## config.mk

```make
export PLATFORM = sky130hd
export DESIGN_NAME = lph_mod_reduce
export DESIGN_NICKNAME = d
export VERILOG_FILES = /design/src/hdl/lph_pkg.sv /design/src/hdl/lph_mod_reduce.sv
export SDC_FILE = /design/constraint.sdc
export NUM_CORES = 1
export LEC_CHECK = 0
export BUFFER_PORTS_ARGS = -buffer_cell sky130_fd_sc_hd__buf_2
export CORE_AREA = 2 2 39 41
export DETAILED_ROUTE_END_ITERATION = 10
export DIE_AREA = 0 0 41 43
export PLACE_DENSITY = 0.67
export SLEW_MARGIN = 25
export SYNTH_ARGS = -nofsm -noshare
export SYNTH_HDL_FRONTEND = slang
export SYNTH_SLANG_ARGS = --single-unit
```

## constraint.sdc

```tcl
create_clock -name clock -period 0.8 [get_ports clock]
set_input_delay 0 -clock clock [delete_from_list [all_inputs] [get_ports clock]]
set_output_delay 0 -clock clock [all_outputs]
set_load 0.05 [all_outputs]
```

## src/hdl/lph_pkg.sv

```systemverilog
// Shared types and constants for the linear-probing hash set.
// No dependencies; imported by every module of the block.
package lph_pkg;

   localparam int DEFAULT_SLOTS = 256;
   localparam int KEY_W = 32;
   localparam int HASH_W = 32;
   localparam int OPS_W = 32;
   localparam int SUM_W = 48;
   // hash bits folded into the remainder per cycle when SLOTS is not a power of two
   localparam int RED_BITS = 4;

   localparam logic [1:0] OP_ADD = 2'd0;
   localparam logic [1:0] OP_REMOVE = 2'd1;
   localparam logic [1:0] OP_QUERY = 2'd2;
   localparam logic [1:0] OP_IGNORE = 2'd3;

   localparam logic [1:0] ST_OK = 2'd0;
   localparam logic [1:0] ST_EXISTS = 2'd1;
   localparam logic [1:0] ST_OVERFLOW = 2'd2;
   localparam logic [1:0] ST_NOT_FOUND = 2'd3;

   typedef enum logic [1:0] {
      TAG_EMPTY = 2'd0,
      TAG_LIVE = 2'd1,
      TAG_TOMB = 2'd2
   } tag_type;

   typedef struct packed {
      tag_type tag;
      logic [KEY_W-1:0] key;
   } entry_type;

   typedef struct packed {
      logic count_en;
      logic inc;
      logic dec;
   } stat_upd_type;

endpackage

```

## src/hdl/lph_mod_reduce.sv

```systemverilog
// Reduces the incoming hash modulo SLOTS.
// Depends on lph_pkg. Mask when SLOTS is a power of two, else shift-subtract.
module lph_mod_reduce import lph_pkg::*; #(
   parameter int SLOTS = DEFAULT_SLOTS
) (
   input  logic                       clock,
   input  logic                       reset,
   input  logic                       start,
   input  logic [HASH_W-1:0]          hash_value,
   output logic                       done,
   output logic [$clog2(SLOTS)-1:0]   result
);

   localparam int IDX_W = $clog2(SLOTS);

   generate
      if ((1 << IDX_W) == SLOTS) begin : g_mask
         logic done_ff;
         logic [IDX_W-1:0] res_ff;

         always_ff @(posedge clock) begin
            if (reset) begin
               done_ff <= 1'b0;
            end else begin
               done_ff <= start;
            end
            if (start) begin
               res_ff <= hash_value[IDX_W-1:0];
            end
         end

         assign done = done_ff;
         assign result = res_ff;
      end else begin : g_iter
         localparam int STEPS = HASH_W / RED_BITS;
         localparam int CNT_W = $clog2(STEPS);

         logic run_ff;
         logic done_ff;
         logic [CNT_W-1:0] cnt_ff;
         logic [HASH_W-1:0] sh_ff;
         logic [IDX_W-1:0] r_ff;
         logic [IDX_W-1:0] r_in;

         // fold RED_BITS hash bits into the running remainder
         always_comb begin
            logic [IDX_W:0] t;
            logic [IDX_W-1:0] r;
            r = r_ff;
            for (int i = 0; i < RED_BITS; i++) begin
               t = {r, sh_ff[HASH_W-1-i]};
               if (t >= (IDX_W+1)'(SLOTS)) begin
                  t = t - (IDX_W+1)'(SLOTS);
               end
               r = t[IDX_W-1:0];
            end
            r_in = r;
         end

         always_ff @(posedge clock) begin
            if (reset) begin
               run_ff <= 1'b0;
               done_ff <= 1'b0;
               cnt_ff <= '0;
            end else begin
               done_ff <= 1'b0;
               if (start) begin
                  run_ff <= 1'b1;
                  cnt_ff <= '0;
               end else if (run_ff) begin
                  cnt_ff <= cnt_ff + 1'b1;
                  if (cnt_ff == CNT_W'(STEPS-1)) begin
                     run_ff <= 1'b0;
                     done_ff <= 1'b1;
                  end
               end
            end
            if (start) begin
               sh_ff <= hash_value;
               r_ff <= '0;
            end else if (run_ff) begin
               sh_ff <= sh_ff << RED_BITS;
               r_ff <= r_in;
            end
         end

         assign done = done_ff;
         assign result = r_ff;
      end
   endgenerate

endmodule

```

==> flow_summary.yaml <==
power_and_ir_drop:
  p_total_uw: 1180
  peakVddDrop_mv: 0.900
  pwr_density_cell_nw_per_um2: 2120
  leakagePower_uw: 0.000239
place:
  dpl.cell_count: 45
  finalWeightedCongestion: 0.680
  io_buffers: 19
  place_area_um2: 389
yosys:
  ys_ff_latch: 9
  synth.largest_area_cell: "edfxtp_1"
  yosys_warnings: 0
  syn-cell-area_um2: 274
  synth_nets: 45
  seq_area_frac_synth_pct: 95.0
  avgSynthCellArea_um2: 27.4
  synth_top_area_share_pct: 87.7
  ys_top_cells_by_area: "edfxtp_1 88%, dfxtp_1 7.3%, nor2b_4 5.0%"
  synthDistinctLibCells: 3
  postSynthCellCount: 10
global_routing:
  first_global_vias: 246
  grtUsageTotal_pct: 9.70
  globalRoute.totalOverflow: 0
  antenna_found_initial: 0
  grt_max_degree: 10
  grt_first_pass_wirelength_um: 1020
worst_setup_path:
  critPathKind: "reg2out"
  path_buf_inv: 1
  crit_path_max_incr_delay_ns: 0.40
  critPathTopFamily: "flip-flops"
  crit_path_start: "result[2]"
  crit_path_end_kind: "primary output"
  startpoint_type: "flop"
  critical_path_required_ns: 0.80
  critical_path.slowest_cell: "edfxtp_1"
  crit_fanout: 1
  cp.arrival_ns: 0.83
  crit_chain: "buf_6"
floorplanning:
  dieArea_um2: 1760
  io_pins: 44
  die_w_um: 41
  die_y_um: 43
  initial_core_util_pct: 19.8
  num_rows: 14
  core_area_um2: 1380
clock_network:
  clock_sinks: 9
  cts_buffers: 3
  cts_tree: "yes"
  cts_max_level: 1
  cts_root_buffer: "clkbuf_4"
  path_clk_slew_ns: 0.06
  clk_path_buf_depth: 2
sta:
  finalHoldViolCount: 0
  setup_slack_ns: -0.0336
  finalCritPeriodShare_pct: 104
  achievable-frequency_mhz: 1200
  rsz0062_at_grt: "yes"
  slew_viol_final: 0
  finalSetupViolCount: 6
  fin_crit_ns: 0.834
  fin_hold_ws_ns: 0.0939
  slew_headroom_pct: 86.8
  worst_pin_slew_ns: 0.198
routing:
  drt_first_pass_iters: 4
  drt-initial-drc-count: 4
  drcViolationCount: 0
  vias_per_cell: 3.71
  antenna_left: 0
  wire_per_inst_um: 11.2
  via_count: 215
  routed_wirelength_um: 651
finish:
  drive_above_1_share_pct: 54.8
  area_growth_pct: 104
  instances_no_fill: 58
  fin_nets: 78
  n_fill_cell: 132
  design_area_um2: 558
  diodes: 0
min_path:
  worstHoldStart: "start"
  min_path_type: "in2reg"
outcome:
  outcome: "finished with violations"
  violations: "negative setup slack"
flow_run:
  max_cap_violations: 0
==> through the flow <==
stage / util [%] / worst slack (ns) / TNS, ns
after detailed placement: 28.1 / 0.202 / 0
after floorplan: - / 0.199 / 0
after CTS: 40.3 / -0.0595 / -0.245
after global placement: 28.1 / 0.222 / 0
final: 40.3 / -0.0336 / -0.108
after global routing: 40.3 / -0.0791 / -0.434
==> synthesized netlist by cell type <==
master    instances
edfxtp_1          8
nor2b_4           1
dfxtp_1           1
==> worst paths after layout <==
kind,end,depth (start not counted),slack (ns)
hold / removal,done,2,0.09
setup / recovery,result[2],1,-0.03
==> report_power, final <==
part	internal (µW)	switching, µW
clock	192	152
sequential	552	17.5
combinational	111	156
==> logic make-up (layout without fill, tap and decap cells) <==
group,after synthesis,in the layout,share of synthesized area [%]
buffers and inverters,0,32,0
AND/OR/NAND/NOR,1,1,5.02
flip-flops,9,9,95.0
==> layer usage <==
| metal | vias up | GRT usage [%] | share of wire (%) |
|---|---|---|---|
| met1 | 93 | 10.9 | 39 |
| li1 | 102 | - | - |
| met5 | - | 0 | 0 |
| met2 | 20 | 12.2 | 46 |
| met3 | 0 | 4.71 | 16 |
| met4 | 0 | 10.0 | 0 |
==> layout make-up <==
type | instances | area [µm²] | share of cell area, %
Tap cell | 16 | 20.0 | 3.59
Sequential cell | 9 | 260 | 46.6
Multi-Input combinational cell | 1 | 13.8 | 2.47
Clock buffer | 4 | 26.3 | 4.71
Timing Repair Buffer | 28 | 238 | 42.6
==> layout by cell type (no fill, tap or decap), drive strengths merged <==
cell / instances
edfxtp: 8
nor2b: 1
dfxtp: 1
clkbuf: 4
dlygate4sd3: 9
buf: 19
==> sequential cells by signal (all words and copies together) (netlist names) <==
| register | flops |
|---|---|
| result | 8 |
| done | 1 |
==> repair_timing <==
| action | 4_1_cts | 5_1_grt |
|---|---|---|
| pin swaps | 0 | 0 |
| endpoints found under the hold margin | 9 | 0 |
| setup buffers | 0 | 0 |
| gates resized for setup | 17 | 0 |
| setup endpoints to repair | 9 | 8 |
| hold buffers | 9 | 0 |
No activity file was read; power rests on OpenSTA's default activity.
