### src/hdl/lph_pkg.sv
// Shared types and constants for the linear-probing hash set.
// No dependencies; imported by every module of the block.
package lph_pkg;

   localparam int DEFAULT_SLOTS = 256;
   localparam int KEY_W = 32;
   localparam int HASH_W = 32;
   localparam int OPS_W = 32;
   localparam int SUM_W = 48;
   // hash bits folded into the remainder per cycle when SLOTS is not a power of two
   localparam int RED_BITS = 4;

   localparam logic [1:0] OP_ADD = 2'd0;
   localparam logic [1:0] OP_REMOVE = 2'd1;
   localparam logic [1:0] OP_QUERY = 2'd2;
   localparam logic [1:0] OP_IGNORE = 2'd3;

   localparam logic [1:0] ST_OK = 2'd0;
   localparam logic [1:0] ST_EXISTS = 2'd1;
   localparam logic [1:0] ST_OVERFLOW = 2'd2;
   localparam logic [1:0] ST_NOT_FOUND = 2'd3;

   typedef enum logic [1:0] {
      TAG_EMPTY = 2'd0,
      TAG_LIVE = 2'd1,
      TAG_TOMB = 2'd2
   } tag_type;

   typedef struct packed {
      tag_type tag;
      logic [KEY_W-1:0] key;
   } entry_type;

   typedef struct packed {
      logic count_en;
      logic inc;
      logic dec;
   } stat_upd_type;

endpackage

### src/hdl/lph_stats.sv
// Live count and running statistics: worst probe count, op count, probe sum.
// Depends on lph_pkg.
module lph_stats import lph_pkg::*; #(
   parameter int SLOTS = DEFAULT_SLOTS
) (
   input  logic                        clock,
   input  logic                        reset,
   input  stat_upd_type                upd,
   input  logic [$clog2(SLOTS+1)-1:0]  probes,
   output logic [$clog2(SLOTS+1)-1:0]  occupancy,
   output logic [$clog2(SLOTS+1)-1:0]  max_probes_seen,
   output logic [OPS_W-1:0]            operations_done,
   output logic [SUM_W-1:0]            probes_total
);

   localparam int CNT_W = $clog2(SLOTS+1);

   logic [CNT_W-1:0] live_ff, live_in;
   logic [CNT_W-1:0] worst_ff, worst_in;
   logic [OPS_W-1:0] ops_ff, ops_in;
   logic [SUM_W-1:0] sum_ff, sum_in;
   logic [SUM_W:0] sum_wide;

   always_comb begin
      live_in = live_ff;
      worst_in = worst_ff;
      ops_in = ops_ff;
      sum_in = sum_ff;
      sum_wide = {1'b0, sum_ff} + (SUM_W+1)'(probes);
      if (upd.inc) begin
         live_in = live_ff + 1'b1;
      end else if (upd.dec && live_ff != '0) begin
         live_in = live_ff - 1'b1;
      end
      if (upd.count_en) begin
         if (probes > worst_ff) begin
            worst_in = probes;
         end
         if (ops_ff != '1) begin
            ops_in = ops_ff + 1'b1;
         end
         // saturate on carry out
         sum_in = sum_wide[SUM_W] ? '1 : sum_wide[SUM_W-1:0];
      end
   end

   always_ff @(posedge clock) begin
      if (reset) begin
         live_ff <= '0;
         worst_ff <= '0;
         ops_ff <= '0;
         sum_ff <= '0;
      end else begin
         live_ff <= live_in;
         worst_ff <= worst_in;
         ops_ff <= ops_in;
         sum_ff <= sum_in;
      end
   end

   assign occupancy = live_ff;
   assign max_probes_seen = worst_ff;
   assign operations_done = ops_ff;
   assign probes_total = sum_ff;

endmodule

### config.mk
export PLATFORM = sky130hd
export DESIGN_NAME = lph_stats
export DESIGN_NICKNAME = d
export VERILOG_FILES = /design/src/hdl/lph_pkg.sv /design/src/hdl/lph_stats.sv
export SDC_FILE = /design/constraint.sdc
export NUM_CORES = 1
export LEC_CHECK = 0
export ABC_AREA = 1
export ABC_CLOCK_PERIOD_IN_PS = 2300
export BUFFER_PORTS_ARGS = -buffer_cell sky130_fd_sc_hd__buf_4
export CORE_MARGIN = 2
export CORE_UTILIZATION = 50
export DETAILED_ROUTE_END_ITERATION = 16
export GPL_ROUTABILITY_DRIVEN = 0
export PLACE_DENSITY = 0.72
export SLEW_MARGIN = 30
export SYNTH_ARGS = -nofsm -noshare
export SYNTH_HDL_FRONTEND = slang
export SYNTH_SLANG_ARGS = --single-unit
### constraint.sdc
create_clock -name clock -period 2.3 [get_ports clock]
set_clock_uncertainty 0.15 [all_clocks]
set_input_delay 0.115 -clock clock [delete_from_list [all_inputs] [get_ports clock]]
set_output_delay 0.115 -clock clock [all_outputs]
set_load 0.01 [all_outputs]
==> reports/qor.txt, run 1 <==
outcome - finished, final reports clean
# IOs - 112
Slew Viols, Final - 0
slowest CP cell - dlygate4sd3_1
Global Route Usage Sum - 26.1%
initial antenna violation count - 0
drt first pass iters - 5
Final Routed Wirelength - 19,500 um
Layout Nets - 1,256
net switching power figure - 1.33 mW
Via density - 5.23
area of the multi-input gates - 4360 um2
GRT overflow - 0
clk root buf - clkbuf_16
relative slew slack - 65.4%
layout cell share with drive strength beyond 1 - 19.3%
CP peak stage delay - 0.54 ns
min-delay worst type - in -> reg
max cap viols - 0
post-DP HPWL - 14,100 um
Int Power - 3.03 mW
n_diodes - 0
# port buffers - 111
largest net degree at the start of global routing - 41
fmax - 0.459 GHz
Post-Syn Instances - 1,089
sequential cell area fraction in the yosys report - 28.4%
Final Cycle Share - 94.6%
WS Path Type - in -> reg
Iter 0 DRT Violations - 660
R2R setup slack - 0.13 ns
Buf/Inv on CP - 3
CP Data Required Time - 2.41 ns
hold_ws - 0.0234 ns
FILL cells - 1,299
Comb power frac - 22.0%
CP Cell Sequence - dlygate4sd3_1 > buf_4 > ha_2 > or2_2 > nand3_1 > nand2_1 > nand2_2 > nand2_4 > nand4_1 > nand3_2 > nand2_1 > inv_1
Die ar. - 14,800 um2
final hold viol count - 0
CP dominant cell by count - nand2_1
clock-pin slew on the worst setup and hold paths - 0.07 ns
Net Count, Synth - 1,131
Distinct cells, synth - 43
reg2reg end - probes_total[34]
vias in the first global route - 6,287
Tot Pwr - 4.36 mW
peak supply drop - 0.000431 V
worst slew pin tran - 0.520 ns
Die X - 122 um
Top delay family on crit path - simple AND/OR/NAND/NOR gates
Avg Inst Size Synth - 6.35 um2
Flop pwr share - 42.9%
clk sink count - 98
Die H - 122 um
Skew-Pair Late Insertion Delay - 0.36 ns
via count - 7,298
Final setup viols - 0
Sw Share - 30.6%
asr flop ratio synth - 0%
Leakage - 3.88 nW
YS warnings - 0
Cell Rows - 42
CTS tree - done
hold path depth - 4
Setup WS post-layout - 0.124 ns
register area - 1960 um2
ANT nets after route - 0
CP startpoint kind - input pin
Synth-to-Final Area Change - 22.8%
dominant synthesized flop cell - dfxtp_1
final instance area - 8490 um2
Hold EP - probes_total[0]
critical path arrival - 2.28 ns
Setup Slack @ Placement - 0.0467 ns
number of H-tree levels - 3
hold path start - probes[0]
Core Box Area - 13,300 um2
number of enable flip-flop cells after synthesis - 0
post-DR wirelength/cell - 14.0 um
CP endpoint kind - flop
Reg2Reg Depth - 13
Max Fanout on Critical Path - 6
Yosys reg bits - 98
clock network fraction of total power - 35.1%
synthesized area - 6910 um2
Initial Util - 51.8%
CTS max path bufs - 2
PwrDens - 514 nW/um2
reg2reg start - probes_total[0]
RSZ-0062 raised after global routing - true
DRC viols - 0
Post-DP Area - 7960 um2
Final min period - 2.18 ns
Num CTS Buffers - 9
first-pass GRT wire length - 30,900 um
Layout Utilization - 63.6%
[per-stage QoR]
step | TNS (ns) | std cells
2_1_floorplan | 0 | 1089
3_3_place_gp | 0 | 1367
3_5_place_dp | 0 | 1367
4_1_cts | 0 | 1392
5_1_grt | -0.00313 | 1395
6_report | 0 | 1395
[state kept, by name, summed over array words and instances, names as in the netlist]
register         count
probes_total        48
operations_done     32
max_probes_seen      9
occupancy            9
[cell families after synthesis]
kind of cell | count (synthesis) | synth area share [%]
fa+ha+maj | 28 | 5.29
compound gates | 103 | 8.25
xor+xnor | 32 | 4.06
buf+inv | 168 | 10.2
flops | 98 | 28.4
simple gates | 660 | 43.8
[power by group through the flow]
stage / Sequential (mW) / Clock, mW / Combinational, mW
floorplan: 1.93 / 0 / 0.596
global placement: 1.91 / 0 / 0.902
detailed placement: 1.91 / 0 / 0.912
CTS: 1.87 / 1.57 / 0.928
global route: 1.89 / 1.64 / 1.08
finish: 1.87 / 1.53 / 0.961
[cells in the mapped netlist, types with 3 or more instances]
cell        n  area [um2]
dfxtp_1    98        1960
nand2_1   315        1180
nor2_4      5        56.3
nand3_2    16         160
nand3b_1    4        30.0
xor2_1     20         175
clkbuf_1   10        37.5
nor3_2      4        40.0
buf_2       5        25.0
buf_6       8        90.1
a21oi_2     8        70.1
o21ai_0    34         170
nor2_1    147         552
nand3_1    71         355
xnor2_1    12         105
inv_2       4        15.0
buf_4       3        22.5
inv_1     134         503
a31oi_1     8        50.1
ha_1       26         325
nor2_2      9        56.3
and3_1      4        25.0
nand2_2    14        87.6
o21ai_1     4        20.0
nand4_1    37         231
a21oi_1    43         215
nor3_1     19        95.1
[repair_timing]
action                                  4_1_cts  5_1_grt
endpoints found under the setup margin        0       37
hold endpoints to repair                      9        0
resized for setup                             0       24
buffers inserted                              0        2
hold buffers                                  9        0
[metal layers]
metal / global-route usage (%) / part of all wire (%)
met5: 0 / 0
met4: 7.76 / 2.3
met3: 4.59 / 6.3
met2: 42.7 / 45
met1: 35.3 / 46
[layout by cell type (no fill, tap or decap), types with 5 or more instances in the layout]
cell type / instances
nand2_2: 15
dlygate4sd3_1: 9
buf_4: 127
nor3_1: 18
nand3_1: 70
nand3_2: 17
clkbuf_16: 9
inv_2: 5
nor2_4: 6
a21oi_1: 43
nand4_1: 37
ha_1: 20
o21ai_0: 34
a21oi_2: 8
nor2_1: 145
a31oi_1: 8
nor2_2: 10
inv_1: 133
dfxtp_1: 97
nand2_1: 312
xor2_1: 20
xnor2_1: 12
nor3_2: 5
[worst min-delay path: stages]
cell and delay (ns):
buf_4 0.10, ha_4 0.12, nor2_1 0.03, a21oi_1 0.12
[final cells by class]
type | instances | share of cell area [%]
inverters | 140 | 6.19
well taps | 176 | 2.59
flip-flops and latches | 98 | 23.1
multi-input cells | 824 | 51.3
clock inverters | 4 | 0.383
repair buffers | 141 | 13.3
clock buffers | 12 | 3.14
[worst max path at each step]
stage / from / end / slack [ns] / cells after the start
final: probes[2] / probes_total[23] / 0.12 / 12
after global placement: probes_total[0] / probes_total[37] / 0.07 / 13
after detailed placement: probes_total[0] / probes_total[37] / 0.05 / 13
after global routing: probes[7] / probes_total[42] / -0.003 / 15
after CTS: probes[7] / probes_total[42] / 0.01 / 15
after floorplan: probes_total[0] / probes_total[38] / 0.17 / 13
(Power assumes the default switching activity.)
==> run 2, diff against run 1 <==
--- a/config.mk
+++ b/config.mk
@@ -9,10 +9,9 @@
 export ABC_CLOCK_PERIOD_IN_PS = 2300
 export BUFFER_PORTS_ARGS = -buffer_cell sky130_fd_sc_hd__buf_4
 export CORE_MARGIN = 2
-export CORE_UTILIZATION = 50
+export CORE_UTILIZATION = 35
 export DETAILED_ROUTE_END_ITERATION = 16
 export GPL_ROUTABILITY_DRIVEN = 0
-export PLACE_DENSITY = 0.72
 export SLEW_MARGIN = 30
 export SYNTH_ARGS = -nofsm -noshare
 export SYNTH_HDL_FRONTEND = slang
==> run 2 against run 1 <==
  * Critical path depth up 1
  * Cell count is 7.2% higher
  * Combinational power decreased by 0.4%
  * Non-clock buffer count rose by 11
  * Clock power grew 12%
  * Total power is 4.1% higher
  * Wire length up 10%
  * Flip-flop and latch count did not move
  * Final area is 3.1% higher
  * Critical endpoint is now probes_total[9]
  * Largest power group unchanged
==> reports/qor.txt, run 2 (same netlist as run 1, synthesis figures left out) <==
CP dominant cell by count - nand2_2
clock-pin slew on the worst setup and hold paths - 0.07 ns (about the same)
fmax - 0.452 GHz (-1.7%)
relative slew slack - 64.3% (-1.0 points)
Top delay family on crit path - buffers and inverters
outcome - finished, final reports clean
CTS max path bufs - 2 (unchanged)
CP Data Required Time - 2.44 ns (+0.03 ns)
Max Fanout on Critical Path - 6 (unchanged)
number of H-tree levels - 3 (unchanged)
Cell Rows - 51 (+21%)
Slew Viols, Final - 0 (unchanged)
Die ar. - 20,900 um2 (+41%)
post-DP HPWL - 15,500 um (+10%)
CTS tree - done
largest net degree at the start of global routing - 41 (unchanged)
first-pass GRT wire length - 33,700 um (+9.2%)
Die H - 145 um (+19%)
CP startpoint kind - input pin
most frequent cells in the layout - nand2_1 (312), nor2_1 (146), buf_4 (137)
final instance area - 8750 um2 (+3.1%)
post-DR wirelength/cell - 14.3 um (+2.7%)
max cap viols - 0 (unchanged)
Global Route Usage Sum - 20.4% (-5.7 points)
Final Routed Wirelength - 21,500 um (+10%)
GRT overflow - 0 (unchanged)
drt first pass iters - 5 (unchanged)
Via density - 4.92 (-6.0%)
# IOs - 112 (unchanged)
Num CTS Buffers - 9 (unchanged)
via count - 7,360 (+0.85%)
WS Path Type - in -> reg
layout cell share with drive strength beyond 1 - 19.8% (+0.54 points)
Core Box Area - 19,400 um2 (+45%)
clk sink count - 98 (unchanged)
Initial Util - 35.6% (-16 points)
ANT nets after route - 0 (unchanged)
Skew-Pair Late Insertion Delay - 0.36 ns (about the same)
peak supply drop - 0.000308 V (-29%)
critical path arrival - 2.36 ns (+0.08 ns)
final hold viol count - 0 (unchanged)
initial antenna violation count - 0 (unchanged)
Post-DP Area - 8130 um2 (+2.1%)
Iter 0 DRT Violations - 406 (-38%)
slowest CP cell - dlygate4sd3_1
post-route setup TNS - 0 ns (unchanged)
DRC viols - 0 (unchanged)
Die X - 145 um (+19%)
Finished Layout Cells - 1,496 (+7.2%)
Final Cycle Share - 96.2% (+1.6 points)
Buf/Inv on CP - 4 (+1)
Largest register FFs - 48 (unchanged)
min-delay worst type - in -> reg
CP Cell Sequence - dlygate4sd3_1 > buf_4 > ha_2 > nand2_2 > nand2_2 > nand3_2 > nand2_2 > nand2_2 > nand2_4 > nand3_4 > buf_12 > buf_4 > a21oi_2
Leakage - 4.00 nW (+3.0%)
n_diodes - 0 (unchanged)
hold_ws - 0.0250 ns (+0.00157 ns)
most common cell after layout, fill and taps aside - nand2_1
Final min period - 2.21 ns (+0.0370 ns)
clk root buf - clkbuf_16
worst slew pin tran - 0.535 ns (+0.0155 ns)
vias in the first global route - 6,545 (+4.1%)
PwrDens - 519 nW/um2 (+0.93%)
# port buffers - 111 (unchanged)
Synth-to-Final Area Change - 26.7%
CP peak stage delay - 0.55 ns (about the same)
CP endpoint kind - flop
placed cell count - 1,463 (+7.0%)
RSZ-0062 raised after global routing - false
Layout Nets - 1,268 (+0.96%)
FILL cells - 2,116 (+63%)
Final setup viols - 0 (unchanged)
[run 2: cell count changes in the layout (fill, tap and decap cells not counted), moves of 2 or more]
cell,previous run,this run
bufinv_16,0,2
buf_4,127,137
nand2_2,15,17
clkbuf_16,9,12
clkinv_2,0,2
buf_6,2,0
clkinvlp_4,2,0
clkbuf_8,3,1
[run 2: what timing repair did]
| action | in CTS | in global routing |
|---|---|---|
| hold buffers | 9 | 0 |
| gates resized for setup | 0 | 17 |
| setup buffers | 0 | 3 |
| endpoints found under the setup margin | 0 | 43 |
| hold endpoints to repair | 9 | 0 |
[run 2: per-stage QoR]
stage               util [%]  power [mW]  worst slack (ns)
floorplan                  -        2.52             0.174
global placement        41.9        2.82            0.0474
detailed placement      41.9        2.83            0.0576
CTS                     44.0        4.56            0.0348
global route            45.1        4.80            0.0106
finish                  45.1        4.54            0.0866
[run 2: report_power, final]
group          switching [mW]  leakage, nW  internal (mW)
registers              0.0933        0.797           1.78
logic                   0.545         3.04          0.413
clock network           0.722        0.163          0.989
[run 2: final timing paths]
check                     start            endpoint  slack, ns  cells past startpoint
max reg2reg     probes_total[0]    probes_total[30]       0.10                     13
min                   probes[0]     probes_total[0]       0.03                      4
min reg2reg  max_probes_seen[3]  max_probes_seen[3]       0.36                      2
max                   probes[2]     probes_total[9]       0.09                     13
[run 2: worst reg2reg max path, stage by stage (launching register included)]
cell	delay, ns
dfxtp_2	0.34
ha_4	0.17
fa_2	0.42
nand2_2	0.09
nand2_2	0.07
nand3_2	0.08
nand2_2	0.08
nand2_2	0.09
nand2_4	0.08
nand3_4	0.17
buf_12	0.15
nand2_1	0.05
nor2_1	0.09
nor2_1	0.05
[run 2: per-layer routing]
layer | vias to the layer above | GRT usage, % | wire length [um]
met5 | - | 0 | 0
met4 | 0 | 5.47 | 377
met1 | 3353 | 26.6 | 9890
li1 | 3764 | - | -
met3 | 28 | 4.74 | 1270
met2 | 215 | 33.8 | 9920
[run 2: area by class of cell]
cell class              instances  area (um2)  area share [%]
inverters                     140         526            6.00
clock buffers                  10         239            2.73
multi-input cells             825        4350            49.7
clock inverters                 6        87.6            1.00
repair buffers                152        1250            14.3
flip-flops and latches         98        1960            22.4
well taps                     265         332            3.79
